$ cat src/rtl/glbdf_pkg.sv
// Shared types and constants for the GLB chunk deframer.
// Used by glbdf_parser, glbdf_outq and glb_chunk_deframer; no dependencies.
`timescale 1ns / 1ps

package glbdf_pkg;

  // Container constants (little-endian words as they appear after shifting in)
  localparam logic [31:0] GlbMagic    = 32'h4654_6C67;
  localparam logic [31:0] TypeJson    = 32'h4E4F_534A;
  localparam logic [31:0] TypeBin     = 32'h004E_4942;
  localparam logic [3:0]  HeaderBytes = 4'd12;

  // Result item kinds
  localparam logic KindPayload = 1'b0;
  localparam logic KindStatus  = 1'b1;

  // Channel tags
  localparam logic ChanJson = 1'b0;
  localparam logic ChanBin  = 1'b1;

  // Final status codes
  typedef enum logic [1:0] {
    StOk       = 2'd0,
    StTooShort = 2'd1,
    StBadMagic = 2'd2,
    StNoJson   = 2'd3
  } status_e;

  // Parser phases
  typedef enum logic [2:0] {
    PhHeader   = 3'd0,
    PhChunkHdr = 3'd1,
    PhPayload  = 3'd2,
    PhPad      = 3'd3,
    PhIgnore   = 3'd4
  } phase_e;

  // Input request
  typedef struct packed {
    logic [7:0] data_byte;
    logic       end_of_file;
  } in_t;

  // Result item
  typedef struct packed {
    logic       kind;
    logic [7:0] payload_byte;
    logic       channel;
    logic       chunk_first;
    logic       chunk_final;
    logic [1:0] status;
    logic       dropped_tail;
    logic       last;
  } out_t;

  // Results of one parsed byte, handed to the result queue
  typedef struct packed {
    logic [1:0] cnt;    // number of valid items (0..2)
    out_t       item0;  // written first
    out_t       item1;  // only when cnt == 2
  } push_t;

endpackage

$ cat src/rtl/glbdf_parser.sv
// Byte-at-a-time GLB container parser: header check, chunk walk, status.
// Depends on glbdf_pkg. Produces up to two result items per stepped byte.
`timescale 1ns / 1ps

module glbdf_parser (
  input  logic              clk_i,
  input  logic              rst_ni,
  input  logic              step_i,
  input  glbdf_pkg::in_t    in_i,
  output glbdf_pkg::push_t  push_o
);

  // Control state
  glbdf_pkg::phase_e phase_q, phase_d;
  logic [3:0]        bpos_q, bpos_d;
  logic [1:0]        pad_q, pad_d;
  logic              json_seen_q, json_seen_d;
  logic              bad_magic_q, bad_magic_d;

  // Datapath state
  logic [31:0] magic_q, magic_d;
  logic [31:0] len_q, len_d;
  logic [31:0] type_q, type_d;
  logic [31:0] rem_q, rem_d;

  logic [7:0]  b;
  logic [3:0]  bpos_inc;
  logic [2:0]  hdr_pos;
  logic        pay_vld;
  logic        first;
  logic        fin;
  logic        kept;
  logic        kept_d;

  glbdf_pkg::out_t pay_item;
  glbdf_pkg::out_t stat_item;

  assign b        = in_i.data_byte;
  assign bpos_inc = bpos_q + 4'd1;
  assign hdr_pos  = bpos_q[2:0];
  assign kept     = (type_q == glbdf_pkg::TypeJson) || (type_q == glbdf_pkg::TypeBin);
  // type as it stands after this byte; the last header byte completes it
  assign kept_d   = (type_d == glbdf_pkg::TypeJson) || (type_d == glbdf_pkg::TypeBin);
  assign first    = (rem_q == len_q);
  assign fin      = (rem_d == 32'd0);

  // Next state for one byte
  always_comb begin
    phase_d     = phase_q;
    bpos_d      = bpos_q;
    pad_d       = pad_q;
    json_seen_d = json_seen_q;
    bad_magic_d = bad_magic_q;
    magic_d     = magic_q;
    len_d       = len_q;
    type_d      = type_q;
    rem_d       = rem_q;
    pay_vld     = 1'b0;
    unique case (phase_q)
      glbdf_pkg::PhHeader: begin
        if (bpos_q < 4'd4) begin
          magic_d = {b, magic_q[31:8]};
        end
        bpos_d = bpos_inc;
        if (bpos_inc >= glbdf_pkg::HeaderBytes) begin
          bpos_d = 4'd0;
          if (magic_d != glbdf_pkg::GlbMagic) begin
            bad_magic_d = 1'b1;
            phase_d     = glbdf_pkg::PhIgnore;
          end else begin
            phase_d = glbdf_pkg::PhChunkHdr;
          end
        end
      end
      glbdf_pkg::PhChunkHdr: begin
        if (!hdr_pos[2]) begin
          len_d = {b, len_q[31:8]};
        end else begin
          type_d = {b, type_q[31:8]};
        end
        bpos_d = bpos_inc;
        if (hdr_pos == 3'd7) begin
          // length is complete; padding rounds up to a four-byte boundary
          rem_d = len_q;
          pad_d = 2'd0 - len_q[1:0];
          if (len_q == 32'd0) begin
            if (type_d == glbdf_pkg::TypeJson) begin
              json_seen_d = 1'b1;
            end
            phase_d = (pad_d != 2'd0) ? glbdf_pkg::PhPad : glbdf_pkg::PhChunkHdr;
            bpos_d  = 4'd0;
          end else begin
            phase_d = glbdf_pkg::PhPayload;
            bpos_d  = 4'd0;
          end
        end
      end
      glbdf_pkg::PhPayload: begin
        rem_d   = rem_q - 32'd1;
        pay_vld = kept;
        if (rem_d == 32'd0) begin
          if (type_q == glbdf_pkg::TypeJson) begin
            json_seen_d = 1'b1;
          end
          phase_d = (pad_q != 2'd0) ? glbdf_pkg::PhPad : glbdf_pkg::PhChunkHdr;
          bpos_d  = 4'd0;
        end
      end
      glbdf_pkg::PhPad: begin
        pad_d = pad_q - 2'd1;
        if (pad_d == 2'd0) begin
          phase_d = glbdf_pkg::PhChunkHdr;
          bpos_d  = 4'd0;
        end
      end
      default: begin
        // bad magic or unused code: ignore until end of file
      end
    endcase
  end

  // Result items for this byte
  always_comb begin
    pay_item              = '0;
    pay_item.kind         = glbdf_pkg::KindPayload;
    pay_item.payload_byte = b;
    pay_item.channel      = (type_q == glbdf_pkg::TypeBin) ? glbdf_pkg::ChanBin
                                                           : glbdf_pkg::ChanJson;
    pay_item.chunk_first  = first;
    pay_item.chunk_final  = fin;

    stat_item      = '0;
    stat_item.kind = glbdf_pkg::KindStatus;
    stat_item.last = 1'b1;
    priority if (phase_d == glbdf_pkg::PhHeader) begin
      stat_item.status = glbdf_pkg::StTooShort;
    end else if (bad_magic_d) begin
      stat_item.status = glbdf_pkg::StBadMagic;
    end else if (!json_seen_d) begin
      stat_item.status = glbdf_pkg::StNoJson;
    end else begin
      stat_item.status = glbdf_pkg::StOk;
    end
    stat_item.dropped_tail = (phase_d == glbdf_pkg::PhPayload) && (rem_d != 32'd0) && kept_d;

    push_o.item0 = pay_vld ? pay_item : stat_item;
    push_o.item1 = stat_item;
    if (step_i) begin
      push_o.cnt = {1'b0, pay_vld} + {1'b0, in_i.end_of_file};
    end else begin
      push_o.cnt = 2'd0;
    end
  end

  // Control registers; end of file returns to the start of a new file
  always_ff @(posedge clk_i or negedge rst_ni) begin
    if (!rst_ni) begin
      phase_q     <= glbdf_pkg::PhHeader;
      bpos_q      <= 4'd0;
      pad_q       <= 2'd0;
      json_seen_q <= 1'b0;
      bad_magic_q <= 1'b0;
    end else if (step_i) begin
      if (in_i.end_of_file) begin
        phase_q     <= glbdf_pkg::PhHeader;
        bpos_q      <= 4'd0;
        pad_q       <= 2'd0;
        json_seen_q <= 1'b0;
        bad_magic_q <= 1'b0;
      end else begin
        phase_q     <= phase_d;
        bpos_q      <= bpos_d;
        pad_q       <= pad_d;
        json_seen_q <= json_seen_d;
        bad_magic_q <= bad_magic_d;
      end
    end
  end

  // Word registers; each is fully loaded before it is used
  always_ff @(posedge clk_i) begin
    if (step_i) begin
      magic_q <= magic_d;
      len_q   <= len_d;
      type_q  <= type_d;
      rem_q   <= rem_d;
    end
  end

endmodule

$ cat src/rtl/glbdf_outq.sv
// Four-entry result queue: takes up to two items a cycle, gives one.
// Depends on glbdf_pkg.
`timescale 1ns / 1ps

module glbdf_outq (
  input  logic              clk_i,
  input  logic              rst_ni,
  input  glbdf_pkg::push_t  push_i,
  output logic              room_o,
  output logic              out_valid_o,
  input  logic              out_stall_i,
  output glbdf_pkg::out_t   out_data_o
);

  glbdf_pkg::out_t mem_q [4];
  logic [1:0] wr_q, wr_d;
  logic [1:0] rd_q, rd_d;
  logic [2:0] cnt_q, cnt_d;
  logic [1:0] wr_nxt;
  logic       pop;

  assign wr_nxt      = wr_q + 2'd1;
  assign pop         = out_valid_o && !out_stall_i;
  assign out_valid_o = (cnt_q != 3'd0);
  assign out_data_o  = mem_q[rd_q];
  // a byte can add two items
  assign room_o      = (cnt_q <= 3'd2);

  // Pointer and level update
  always_comb begin
    wr_d  = wr_q + push_i.cnt;
    rd_d  = pop ? rd_q + 2'd1 : rd_q;
    cnt_d = cnt_q + {1'b0, push_i.cnt} - {2'b0, pop};
  end

  always_ff @(posedge clk_i or negedge rst_ni) begin
    if (!rst_ni) begin
      wr_q  <= 2'd0;
      rd_q  <= 2'd0;
      cnt_q <= 3'd0;
    end else begin
      wr_q  <= wr_d;
      rd_q  <= rd_d;
      cnt_q <= cnt_d;
    end
  end

  // Storage
  always_ff @(posedge clk_i) begin
    if (push_i.cnt != 2'd0) begin
      mem_q[wr_q] <= push_i.item0;
    end
    if (push_i.cnt == 2'd2) begin
      mem_q[wr_nxt] <= push_i.item1;
    end
  end

endmodule

$ cat src/rtl/glb_chunk_deframer.sv
// Top level of the GLB chunk deframer: input register, parser, result queue.
// Depends on glbdf_pkg, glbdf_parser and glbdf_outq.
`timescale 1ns / 1ps

// Streams a binary glTF file in one byte per clock and passes out the payload
// bytes of JSON and BIN chunks, tagged with channel and first/final marks,
// followed by one status item on the end-of-file byte. Each request is held
// in an input register and parsed once the queue has room; its results are
// written to a four-entry result queue whose head drives the output, so the
// first result passes through the input register and a queue entry before it
// is presented. One byte is accepted every clock; the input stalls only
// while fewer than two queue entries are free, which happens when the output
// is stalled or when an end-of-file byte that yields both a payload item and
// the status item arrives while two items already wait in the queue.
module glb_chunk_deframer (
  input  logic             clk_i,
  input  logic             rst_ni,
  input  logic             in_valid_i,
  output logic             in_stall_o,
  input  glbdf_pkg::in_t   in_data_i,
  output logic             out_valid_o,
  input  logic             out_stall_i,
  output glbdf_pkg::out_t  out_data_o
);

  logic             in_vld_q, in_vld_d;
  glbdf_pkg::in_t   in_q;
  logic             room;
  logic             step;
  logic             accept;
  glbdf_pkg::push_t push;

  assign step       = in_vld_q && room;
  assign in_stall_o = in_vld_q && !room;
  assign accept     = in_valid_i && !in_stall_o;

  // Input register
  always_comb begin
    if (accept) begin
      in_vld_d = 1'b1;
    end else if (step) begin
      in_vld_d = 1'b0;
    end else begin
      in_vld_d = in_vld_q;
    end
  end

  always_ff @(posedge clk_i or negedge rst_ni) begin
    if (!rst_ni) begin
      in_vld_q <= 1'b0;
    end else begin
      in_vld_q <= in_vld_d;
    end
  end

  always_ff @(posedge clk_i) begin
    if (accept) begin
      in_q <= in_data_i;
    end
  end

  glbdf_parser u_parser (
    .clk_i  (clk_i),
    .rst_ni (rst_ni),
    .step_i (step),
    .in_i   (in_q),
    .push_o (push)
  );

  glbdf_outq u_outq (
    .clk_i       (clk_i),
    .rst_ni      (rst_ni),
    .push_i      (push),
    .room_o      (room),
    .out_valid_o (out_valid_o),
    .out_stall_i (out_stall_i),
    .out_data_o  (out_data_o)
  );

  // Checks
  a_push_only_on_step: assert property (@(posedge clk_i) disable iff (!rst_ni)
    (push.cnt != 2'd0) |-> step)
    else $error("results pushed without a parsed byte");

  a_two_needs_eof: assert property (@(posedge clk_i) disable iff (!rst_ni)
    (push.cnt == 2'd2) |-> (in_q.end_of_file && push.item1.last))
    else $error("two results without end of file");

  a_last_is_status: assert property (@(posedge clk_i) disable iff (!rst_ni)
    out_valid_o |-> (out_data_o.last == out_data_o.kind))
    else $error("last mark does not match item kind");

  a_payload_clean: assert property (@(posedge clk_i) disable iff (!rst_ni)
    (out_valid_o && (out_data_o.kind == glbdf_pkg::KindPayload)) |->
      ((out_data_o.status == glbdf_pkg::StOk) && !out_data_o.dropped_tail))
    else $error("payload item carries status bits");

endmodule

$ cat config.mk
export PLATFORM = sky130hd
export DESIGN_NAME = glb_chunk_deframer
export DESIGN_NICKNAME = d
export VERILOG_FILES = /design/src/rtl/glbdf_pkg.sv /design/src/rtl/glbdf_parser.sv /design/src/rtl/glbdf_outq.sv /design/src/rtl/glb_chunk_deframer.sv
export SDC_FILE = /design/constraint.sdc
export NUM_CORES = 1
export LEC_CHECK = 0
export BUFFER_PORTS_ARGS = -buffer_cell sky130_fd_sc_hd__buf_2
export CORE_MARGIN = 5
export CORE_UTILIZATION = 45
export CTS_CLUSTER_SIZE = 14
export DETAILED_ROUTE_END_ITERATION = 8
export SYNTH_ARGS = -nofsm -noshare
export SYNTH_HDL_FRONTEND = slang
export SYNTH_SLANG_ARGS = --single-unit
export TNS_END_PERCENT = 10
$ cat constraint.sdc
create_clock -name clk_i -period 5.2 [get_ports clk_i]
set_clock_uncertainty 0.2 [all_clocks]
set_input_delay 0.26 -clock clk_i [delete_from_list [all_inputs] [get_ports clk_i]]
set_output_delay 0.26 -clock clk_i [all_outputs]
set_load 0.02 [all_outputs]
==> impl_metrics.toml <==
[critical_path]
cp_cell_sequence = "inv_1 > ha_1 > nor3b_2 > nand2_1 > o31ai_1 > nand4_1 > nor4_4 > nand4_2 > o211ai_1 > a211oi_1"
startpoint = "u_parser.rem_q[0]"
cp-end-kind = "flip-flop"
cp_max_fo = 12
critical_path_class = "flip-flop to flip-flop"
arrival_ns = 4.37
critPathRequiredTime_ns = 5.24
critPathLaunchType = "flip-flop"
cp_slowest_cell = "o211ai_1"
slowest_delay_ns = 0.67
rr_startpoint = "u_parser.rem_q[0]"

[yosys]
synthAdderAreaFrac_pct = 1.44
synth_top_flop_cell = "edfxtp_1"
synth_xor_area_share_pct = 4.16
synth_cell_types = 84
synth_area_um2 = 11800
synthesis.nets = 1084
yosys_warnings = 0
synth_mux_area_share_pct = 9.33
seq_area_frac_synth_pct = 50.1
synthSimpleGateAreaFrac_pct = 18.8
synthCells = 1058
synthArstFlopShare_pct = 8.80
synth_top_family_by_area = "simple AND/OR/NAND/NOR gates"
synth_edf_count = 149
synth_area_per_cell_um2 = 11.2
synth-compound-area-share_pct = 12.4
ys_ff_latch = 216

[cells_and_area]
final_cell_mix = "149 x edfxtp_1, 79 x nand2_1, 58 x mux2_2, 55 x nor2_1, 49 x xnor2_1"
final_cells = 1422
multi_input_area_um2 = 5480
layout_commonest_cell = "edfxtp_1"
area_delta_synth_final_pct = 11.4
drive_gt1_share_pct = 17.8
nFillCells = 2264
nets = 1095
ff_latch_area_um2 = 5910
n_antenna_cell = 0

[clocking]
clock_latency_ns = 0.53
clock_sinks = 216
clockRootBuffer = "clkbuf_16"
cts_made_buffers = 25
cts_resized = 0
clkTransAtPathRegs_ns = 0.06
tritoncts = "built"
htree_num_levels = 1
clock_path_buffers = 3

[floorplanning]
ios = 31
die_y_um = 172
start_util_pct = 45.5
die_area_um2 = 29600
die_w_um = 172
core_um2 = 25900
rows = 59

[sta]
fin_crit_sh_pct = 83.3
max_freq_ghz = 0.231
slew_headroom_pct = 32.8
report.final.slew_viol_count = 0
finalHoldViolCount = 0
setup_viol = 0
rsz0062_at_grt = "false"
tns_ns = 0
tightestPinTransition_ns = 1.01
period_minus_slack_ns = 4.33

[global_routing]
grt_pass1_wl_um = 50700
grt_pass1_vias = 8518
grt_antenna_before_repair = 0
gr-total-overflow = 0
grt.total_usage_pct = 21.8
grt_max_degree = 44

[power_and_ir_drop]
p_per_area_nw_per_um2 = 488
ir_worst_vdd_mv = 0.273
power.leakage_nw = 4.32

[routing]
avgRoutedWirePerCell_um = 22.9
drc = 0
first_iter_violations = 1006
first_pass_iters = 5
routed_wl_um = 32600
via_per_inst = 6.24
ant_nets = 0
vias = 8868

[placement]
place_inst = 1365
place.gp.congestion = 0.916
port_buffers = 30
place_hpwl_um = 22400

[min_path]
hold_class = "input pin to asynchronous set/reset pin"

[run_status]
status = "complete, no violations"

[flow_run]
cap_violations = 0
-- critical path: cells and delay by family, from the launching register on --
kind	cells	cell delay [ns]
AOI/OAI and AO/OA	3	1.07
adders and majority gates	1	0.31
buffers and inverters	1	0.15
DFF	1	0.58
and+or+nand+nor	5	1.74
-- worst paths after layout --
| path | to | slack [ns] | cells past startpoint |
|---|---|---|---|
| max | u_outq.mem_q[2][1] | 0.87 | 10 |
| min | u_parser.pad_q[0] | 0.03 | 2 |
| max reg2reg | u_outq.mem_q[2][1] | 0.87 | 10 |
| min reg2reg | u_outq.mem_q[0][4] | 0.25 | 2 |
| max in group asynchronous | u_parser.bad_magic_q | 4.43 | 2 |
| min in group clk_i | u_outq.mem_q[0][4] | 0.25 | 2 |
-- metal layers --
metal	track usage, %	wire, um	vias up	share of wire, %
met3	3.41	1910	72	5.9
li1	-	-	4091	-
met1	31.4	14600	4368	45
met2	33.8	14900	337	46
met5	0	0	-	0
met4	7.31	1200	0	3.7
-- stage by stage --
| stage | setup slack [ns] | util, % | area, um^2 | hold slack, ns | total power [mW] |
|---|---|---|---|---|---|
| after floorplan | 0.414 | - | 11800 | -0.236 | 4.08 |
| after global placement | 0.963 | 47.1 | 12200 | 0.0383 | 4.63 |
| after detailed placement | 0.912 | 47.1 | 12200 | 0.0360 | 4.65 |
| after CTS | 0.911 | 50.8 | 13200 | 0.0438 | 6.43 |
| after global routing | 0.641 | 50.8 | 13200 | 0.0851 | 6.72 |
| final | 0.868 | 50.8 | 13200 | 0.0338 | 6.41 |
-- power by group --
| group | switching [mW] | internal, mW |
|---|---|---|
| clock network | 0.702 | 1.05 |
| registers | 0.579 | 2.26 |
| logic | 1.08 | 0.736 |
| total | 2.36 | 4.05 |
-- cells by family (layout without fill, tap and decap cells) --
| logic type | count (synthesis) | count (layout) |
|---|---|---|
| buffers and inverters | 110 | 139 |
| adder cells (fa/ha/maj) | 13 | 13 |
| AND/OR/NAND/NOR | 374 | 374 |
| flip-flops | 216 | 216 |
| multiplexers | 84 | 84 |
| AO/OA/AOI/OAI | 205 | 205 |
| XOR/XNOR | 56 | 56 |
-- cell usage after synthesis, types with 5 or more instances --
cell type / count / area (um^2)
a211oi_1: 6 / 45.0
nor4_1: 32 / 200
nor4b_1: 14 / 123
clkbuf_1: 51 / 191
or3b_2: 5 / 43.8
nor2b_1: 18 / 113
mux4_2: 15 / 338
nor3b_1: 5 / 37.5
o211ai_1: 11 / 82.6
a21oi_1: 33 / 165
nand4_1: 30 / 188
a31oi_1: 12 / 75.1
ha_1: 12 / 150
nand3_1: 17 / 85.1
dfrtp_1: 19 / 475
or4_1: 6 / 45.0
nor2_1: 57 / 214
buf_2: 13 / 65.1
nand3b_1: 5 / 37.5
dfxtp_1: 48 / 961
inv_1: 39 / 146
nand2b_1: 13 / 81.3
nand4b_1: 10 / 87.6
edfxtp_1: 149 / 4470
nand2_1: 79 / 297
xor2_1: 7 / 61.3
xnor2_1: 49 / 429
a22o_1: 35 / 307
o31ai_1: 7 / 52.6
or3_1: 14 / 87.6
o221ai_1: 8 / 70.1
o21ai_0: 32 / 160
and2_1: 5 / 31.3
a21o_1: 7 / 52.6
mux2i_1: 11 / 110
o21ai_1: 5 / 25.0
mux2_2: 58 / 653
nor4bb_1: 10 / 100
nor3_1: 25 / 125
a2bb2oi_1: 5 / 43.8
-- final cells by class --
type / count / share of cell area [%]
Clock buffer: 38 / 5.78
Clock inverter: 7 / 0.495
Inverter: 39 / 1.11
Multi-Input combinational cell: 732 / 41.7
Sequential cell: 216 / 44.9
Tap cell: 335 / 3.19
Timing Repair Buffer: 55 / 2.80
-- timing repair --
| item | CTS | global route |
|---|---|---|
| endpoints found under the hold margin | 31 | 0 |
| hold buffers | 12 | 0 |
| buffers inserted | 0 | 0 |
-- flip-flops by register name, indices dropped and copies added, names as in the netlist --
register	flops
in_q	9
in_vld_q	1
u_outq.cnt_q	3
u_outq.mem_q	60
u_outq.rd_q	2
u_outq.wr_q	2
u_parser.bad_magic_q	1
u_parser.bpos_q	4
u_parser.json_seen_q	1
u_parser.len_q	32
u_parser.magic_q	32
u_parser.pad_q	2
u_parser.phase_q	3
u_parser.rem_q	32
u_parser.type_q	32
Note: power is estimated with default switching activity, not from simulation.
